==> config.mk <==
export PLATFORM = sky130hd
export DESIGN_NAME = pbk_sha_core
export DESIGN_NICKNAME = d
export VERILOG_FILES = /design/src/hw/rtl/pbk_pkg.sv /design/src/hw/rtl/pbk_sha_core.sv
export SDC_FILE = /design/constraint.sdc
export NUM_CORES = 2
export LEC_CHECK = 0
export BUFFER_PORTS_ARGS = -buffer_cell sky130_fd_sc_hd__buf_2
export CAP_MARGIN = 20
export CORE_ASPECT_RATIO = 2
export CORE_MARGIN = 2
export CORE_UTILIZATION = 35
export DETAILED_ROUTE_END_ITERATION = 16
export PLACE_DENSITY_LB_ADDON = 0.08
export REMOVE_ABC_BUFFERS = 1
export SYNTH_ARGS = -nofsm -noshare
export SYNTH_HDL_FRONTEND = slang
export SYNTH_SLANG_ARGS = --single-unit
export TNS_END_PERCENT = 100
==> constraint.sdc <==
create_clock -name clk -period 34.5 [get_ports clk]
set_input_delay 1.725 -clock clk [delete_from_list [all_inputs] [get_ports clk]]
set_output_delay 1.725 -clock clk [all_outputs]
set_load 0.1 [all_outputs]
==> src/hw/rtl/pbk_pkg.sv <==
package pbk_pkg;

  localparam int PW_DEPTH   = 128;
  localparam int SALT_DEPTH = 256;

  localparam logic [7:0] PW_FULL   = 8'd128;
  localparam logic [8:0] SALT_FULL = 9'd256;
  localparam logic [9:0] KEY_MAX   = 10'd512;

  localparam logic [1:0] ACT_PW     = 2'd0;
  localparam logic [1:0] ACT_SALT   = 2'd1;
  localparam logic [1:0] ACT_DERIVE = 2'd2;

  localparam logic REG_ITER = 1'b0;
  localparam logic REG_KLEN = 1'b1;

  localparam logic [7:0] IPAD_BYTE = 8'h36;
  localparam logic [7:0] OPAD_BYTE = 8'h5c;

  typedef enum logic [2:0] {
    J_PWHASH, J_IPAD, J_OPAD, J_U1IN, J_UIN, J_OUT
  } job_t;

  typedef enum logic [2:0] {
    S_IDLE, S_FEED, S_COMP, S_WAIT, S_JOBEND, S_EMIT
  } state_t;

  typedef struct packed {
    logic         start;
    logic [255:0] h_init;
    logic [511:0] blk;
  } sha_req_t;

  typedef struct packed {
    logic         done;
    logic [255:0] h;
  } sha_rsp_t;

endpackage

==> src/hw/rtl/pbk_sha_core.sv <==
module pbk_sha_core import pbk_pkg::*; (
  input  logic     clk,
  input  logic     rst_n,
  input  sha_req_t req,
  output sha_rsp_t rsp
);

  localparam logic [31:0] SHA_K [64] = '{
    32'h428a2f98, 32'h71374491, 32'hb5c0fbcf, 32'he9b5dba5,
    32'h3956c25b, 32'h59f111f1, 32'h923f82a4, 32'hab1c5ed5,
    32'hd807aa98, 32'h12835b01, 32'h243185be, 32'h550c7dc3,
    32'h72be5d74, 32'h80deb1fe, 32'h9bdc06a7, 32'hc19bf174,
    32'he49b69c1, 32'hefbe4786, 32'h0fc19dc6, 32'h240ca1cc,
    32'h2de92c6f, 32'h4a7484aa, 32'h5cb0a9dc, 32'h76f988da,
    32'h983e5152, 32'ha831c66d, 32'hb00327c8, 32'hbf597fc7,
    32'hc6e00bf3, 32'hd5a79147, 32'h06ca6351, 32'h14292967,
    32'h27b70a85, 32'h2e1b2138, 32'h4d2c6dfc, 32'h53380d13,
    32'h650a7354, 32'h766a0abb, 32'h81c2c92e, 32'h92722c85,
    32'ha2bfe8a1, 32'ha81a664b, 32'hc24b8b70, 32'hc76c51a3,
    32'hd192e819, 32'hd6990624, 32'hf40e3585, 32'h106aa070,
    32'h19a4c116, 32'h1e376c08, 32'h2748774c, 32'h34b0bcb5,
    32'h391c0cb3, 32'h4ed8aa4a, 32'h5b9cca4f, 32'h682e6ff3,
    32'h748f82ee, 32'h78a5636f, 32'h84c87814, 32'h8cc70208,
    32'h90befffa, 32'ha4506ceb, 32'hbef9a3f7, 32'hc67178f2
  };

  function automatic logic [31:0] rotr(input logic [31:0] x, input int n);
    rotr = (x >> n) | (x << (32 - n));
  endfunction

  logic [31:0] v_r [8];
  logic [31:0] w_r [16];
  logic [255:0] hin_r;
  logic [5:0]  rnd_r;
  logic        run_r;
  logic        done_r;

  logic [31:0] t1, t2, wn, bs0, bs1, ss0, ss1, ch, mj;

  always_comb begin
    bs1 = rotr(v_r[4], 6) ^ rotr(v_r[4], 11) ^ rotr(v_r[4], 25);
    bs0 = rotr(v_r[0], 2) ^ rotr(v_r[0], 13) ^ rotr(v_r[0], 22);
    ch  = (v_r[4] & v_r[5]) ^ (~v_r[4] & v_r[6]);
    mj  = (v_r[0] & v_r[1]) ^ (v_r[0] & v_r[2]) ^ (v_r[1] & v_r[2]);
    t1  = v_r[7] + bs1 + ch + SHA_K[rnd_r] + w_r[0];
    t2  = bs0 + mj;
    ss0 = rotr(w_r[1], 7) ^ rotr(w_r[1], 18) ^ (w_r[1] >> 3);
    ss1 = rotr(w_r[14], 17) ^ rotr(w_r[14], 19) ^ (w_r[14] >> 10);
    wn  = w_r[0] + ss0 + w_r[9] + ss1;
  end

  always_ff @(posedge clk) begin
    if (!rst_n) begin
      run_r  <= 1'b0;
      done_r <= 1'b0;
      rnd_r  <= '0;
    end else begin
      done_r <= 1'b0;
      if (req.start) begin
        run_r <= 1'b1;
        rnd_r <= '0;
      end else if (run_r) begin
        rnd_r <= rnd_r + 6'd1;
        if (rnd_r == 6'd63) begin
          run_r  <= 1'b0;
          done_r <= 1'b1;
        end
      end
    end
  end

  always_ff @(posedge clk) begin
    if (req.start) begin
      hin_r <= req.h_init;
      for (int i = 0; i < 8; i++) v_r[i] <= req.h_init[255 - 32 * i -: 32];
      for (int i = 0; i < 16; i++) w_r[i] <= req.blk[511 - 32 * i -: 32];
    end else if (run_r) begin
      v_r[0] <= t1 + t2;
      v_r[1] <= v_r[0];
      v_r[2] <= v_r[1];
      v_r[3] <= v_r[2];
      v_r[4] <= v_r[3] + t1;
      v_r[5] <= v_r[4];
      v_r[6] <= v_r[5];
      v_r[7] <= v_r[6];
      for (int i = 0; i < 15; i++) w_r[i] <= w_r[i + 1];
      w_r[15] <= wn;
    end
  end

  always_comb begin
    rsp.done = done_r;
    for (int i = 0; i < 8; i++) rsp.h[255 - 32 * i -: 32] = hin_r[255 - 32 * i -: 32] + v_r[i];
  end

endmodule

# [Yosys cells after proc, flatten, opt, wreduce, memory -nomap -nowiden]
# Memory sizes are Yosys's and may differ from the RTL's.
# Index checks and enable logic that the tools add are counted.
[totals] register_bits=264 ram_bits=768 romBits=2048 inputBits=771 output_inout_bits=257 word_cells=119 memories=3
[classes] add_sub_neg=19 order_cmp=1 eq_ne=1 muxes=35 bitwise=54 n_reduce_logical=2
[mem_list] name="(name not given)" words=64 width=32 read_ports=1 rd_clocked_by_memory_dff=0 wr=0 line="pbk_sha_core.sv:45" source="t1 = v_r[7] + bs1 + ch + SHA_K[rnd_r] + w_r[0];"
[mem_list] name="w_r" words=16 width=32 read_ports=16 rd_clocked_by_memory_dff=0 wr=16 line="pbk_sha_core.sv:32" source="logic [31:0] w_r [16];"
[mem_list] name="v_r" words=8 width=32 read_ports=8 rd_clocked_by_memory_dff=0 wr=8 line="pbk_sha_core.sv:31" source="logic [31:0] v_r [8];"
[op_table] op="two-way mux 32 bit" count=26
[op_table] op="adder 32 bit" count=18
[op_table] op="bitwise XOR 32 bit" count=9
[op_table] op="AND 32 bit" count=5
[op_table] op="NOT 32 bit" count=1
[op_table] op="bitwise OR 10 x 32 -> 32 bit" count=1
[op_table] op="bitwise OR 13 x 32 -> 32 bit" count=1
[op_table] op="bitwise OR 14 x 32 -> 32 bit" count=1
[op_table] op="bitwise OR 15 x 32 -> 32 bit" count=1
[op_table] op="bitwise OR 19 x 32 -> 32 bit" count=1
[op_table] op="bitwise OR 21 x 32 -> 32 bit" count=1
[op_table] op="bitwise OR 25 x 32 -> 32 bit" count=1
[op_table] op="bitwise OR 26 x 32 -> 32 bit" count=1
[op_table] op="bitwise OR 30 x 32 -> 32 bit" count=1
[op_table] op="bitwise OR 7 x 32 -> 32 bit" count=1
[op_table] op="bitwise XOR 32 x 22 -> 32 bit" count=1
[op_table] op="bitwise XOR 32 x 29 -> 32 bit" count=1
[op_table] op="bitwise OR 1 bit" count=24
[op_table] op="two-way mux 1 bit" count=9
[op_table] op="greater-or-equal comparator 7 bit, second input constant" count=1
[op_table] op="NOT 6 -> 7 bit" count=1
[op_table] op="adder 6 x 1 -> 6 bit, second input constant" count=1
[op_table] op="equality test 6 bit, second input constant" count=1
[op_table] op="OR reduction 3 bit" count=1
[op_table] op="2 further kinds" count=3

# [Longest topological paths before layout]
# An unclocked memory read counts as a cell.
[logic_depth] depth_word=10 ltp_mapped=39 ltp_nobuf=38

# [Worst setup path before layout]
# No wires, ideal clock.
[synth_timing] kind="input-to-reg" from="in req[768] (netlist bit)" to="mem v_r[0][0] (enable)" setup_time_ns=0.823 arrival_ns=11.715 setup_slack_ns=21.962 path_stages=4 path_buffers=3 path_cell_list="clkbuf_1 > clkbuf_1 > clkbuf_1 > or2_2"
[synth_rtl] element="start, declared" line="pbk_sha_core.sv:4" source="input sha_req_t req,"
[synth_rtl] element="end, declared" line="pbk_sha_core.sv:31"

==> impl_results.md <==
* Status: completed
* Slowest stage cell, crit path: a211oi_2
* Hold Slack at ~0.5 ns
* DP Cell Count at about 10k
* Final period util at approximately 31%
* FFs w/ async S/R, synth at 0%
* Setup crit end kind: flip-flop
* Register bit total from synthesis at around 1.0k
* Type of the worst setup path: reg -> reg
* GRT overflow at 0
* GRT Overall Usage at around 31%
* First-pass GRT wire length at around 430000 µm
* Vias at about 55k
* Area of the mapped netlist at a little under 70000 µm²
* DP Wirelength at 261000 µm
* Largest fanout on the critical path at 15
* Port bufs at around 1k
* Wire per inst at 30.8 µm
* Yosys cell types at 106
* DRC errors left at 0
* Maximum clock rate at approximately 90 MHz
* Fin Clk Skew at 0.0401 ns
* Synth Instances at approximately 6.6k
* Sequential share of the synthesized area at 45.4%
* Reg2reg setup slack at between 20 and 25 ns
* Via density at 5.31
* GP Congestion at ~0.96
* CTS tree: done
* Initial Util at 35.2%
* Max_slew headroom at ~15%
* Post-synth EDFFs at slightly above 1k
* Clk sinks at approximately 1.0k
* Vias in the first global route at 56.8k
* Post-cts gate resize count at 0
* Area contributors post-synth: edfxtp_1 (45%), nand2_1 (9.0%), ha_1 (7.2%)
* Area Overhead vs Synth at 17.2%
* Clock latency at the later pin of the worst-skew pair at approximately 0.77 ns
* Crit-path max cell delay at 0.95 ns
* Die width at roughly 320 µm
* Area of the core at ~190000 µm²
* Row cnt at around 230
* Top FF cell, synth: edfxtp_1
* Die ar. at between 150000 and 200000 µm²
* CTS Buf Count at 104
* Cts hold-fix bufs at 0
* Fin area at 79800 µm²
* Initial antenna violation count at roughly 150
* Iter 0 DRT Violations at roughly 3.5k
* Worst min path class: reg -> reg
* Worst Setup Start Kind: flip-flop
* Endpoints failing setup at 0
* Routed Antenna Nets at 0
* Final WL at roughly 320000 µm
* CP required at between 30 and 40 ns
* CP delay by family, top: compound AO/OA/AOI/OAI gates
* Clock-pin slew on the worst setup and hold paths at 0.07 ns
* Final Hold Viols at 0
* Pin count of the biggest net entering global routing at roughly 170
* Setup TNS at 0 ns
* Most common cell in the synthesized netlist: nand2_1
* I/O pins at 1028
* Post-CTS Setup Bufs at 0
* Final cell count without fillers at 10.3k
* Slew Limit Fails at 0
* Post-synth top area share at 45.2%
* CP Data Arrival Time at between 10 and 15 ns
* Max cap viols at 0
* Die Height at roughly 630 µm
* Avg Cell Area, Syn at 10.2 µm²
* Root Driver: clkbuf_16
* DR pass1 iterations at 7
* Commonest cells post-synth: nand2_1 (1630), edfxtp_1 (1024), xnor2_1 (425)
* Layout cells sized above 1 at approximately a fifth
* WP buf/inv at 6
* Slew @ Worst Pin at 1.27 ns
* Yosys warns at 0
* H-tree levels at 3
* RSZ-0062 raised after global routing: no
* CTS Buffer Depth at 3
* NumNets Final at between 8k and 9k
* Time the worst path needs with I/O delays and setup at 10.78 ns
* Post-synth top area cell: edfxtp_1
* Area of placed instances at roughly 76000 µm²
cell usage in the layout (no fill, tap or decap), types with 18 or more instances in the layout:
cell	n
edfxtp_1	1024
fa_1	195
o21a_1	55
o21ai_1	22
or3_1	32
a31oi_1	29
buf_4	101
xnor2_1	425
o211ai_1	23
a211oi_1	50
inv_1	350
nor2_1	248
and3_1	34
a21oi_1	340
ha_1	393
xor2_1	142
clkbuf_1	18
a21o_1	175
clkinv_1	25
nor2b_1	58
clkbuf_16	105
nand2b_1	52
o21ai_0	322
o21bai_1	55
nor3_1	66
o31ai_1	23
nand2_1	1629
diode_2	70
mux2_2	247
nand3_1	61
buf_2	1026
path summary, 6_finish.rpt:
check,cells after the start,from,endpoint
min reg2reg,2,w_r[0][248],w_r[0][216]
max,36,rnd_r[1],v_r[0][31]
min,2,w_r[0][248],w_r[0][216]
max reg2reg,36,rnd_r[1],v_r[0][31]
cell type report:
cell class	instances	area, µm²
fillers	19400	113000
flip-flops and latches	1032	30900
clock buffers	123	2700
clock inverters	64	712
well taps	2530	3170
diodes	70	175
repair buffers	1133	6000
multi-input cells	4986	34800
inverters	355	1330
kinds of logic (layout without fill, tap and decap cells):
group / after synthesis / in the layout / synth area share, %
muxes: 268 / 268 / 4.51
adders and majority gates: 592 / 592 / 13.0
AOI/OAI and AO/OA: 1284 / 1284 / 12.3
xor gates and xnor gates: 567 / 567 / 7.30
DFF: 1032 / 1032 / 45.4
buffers and inverters: 629 / 1675 / 3.50
other: 0 / 70 / 0
and+or+nand+nor: 2275 / 2275 / 13.9
metrics by stage:
step / util (%) / worst slack, ns
final: 41.3 / 23.72
after global routing: 41.2 / 23.34
after CTS: 41.2 / 23.85
after detailed placement: 39.4 / 23.89
after global placement: 39.4 / 23.78
after floorplan: - / 15.82
state kept, by name, summed over array words and instances, names as in the netlist:
signal	flops
done_r	1
hin_r	256
rnd_r	6
run_r	1
v_r	256
w_r	512
worst min-delay path, delay by kind of cell, from the launching register on:
family | cells | cell delay (ns)
flip-flops | 1 | 0.32
AND/OR/NAND/NOR | 2 | 0.09
routing by layer:
metal	up-vias	part of all wire [%]	track usage, %
li1	25200	-	-
met5	-	0.27	0
met1	26700	33	29.9
met2	1899	52	58.3
met3	732	7.1	8.27
met4	138	7.7	20.3
Power is left out: the tool's default activity adds up to more than one toggle a clock period on the data nets, which glitch-free logic cannot reach.
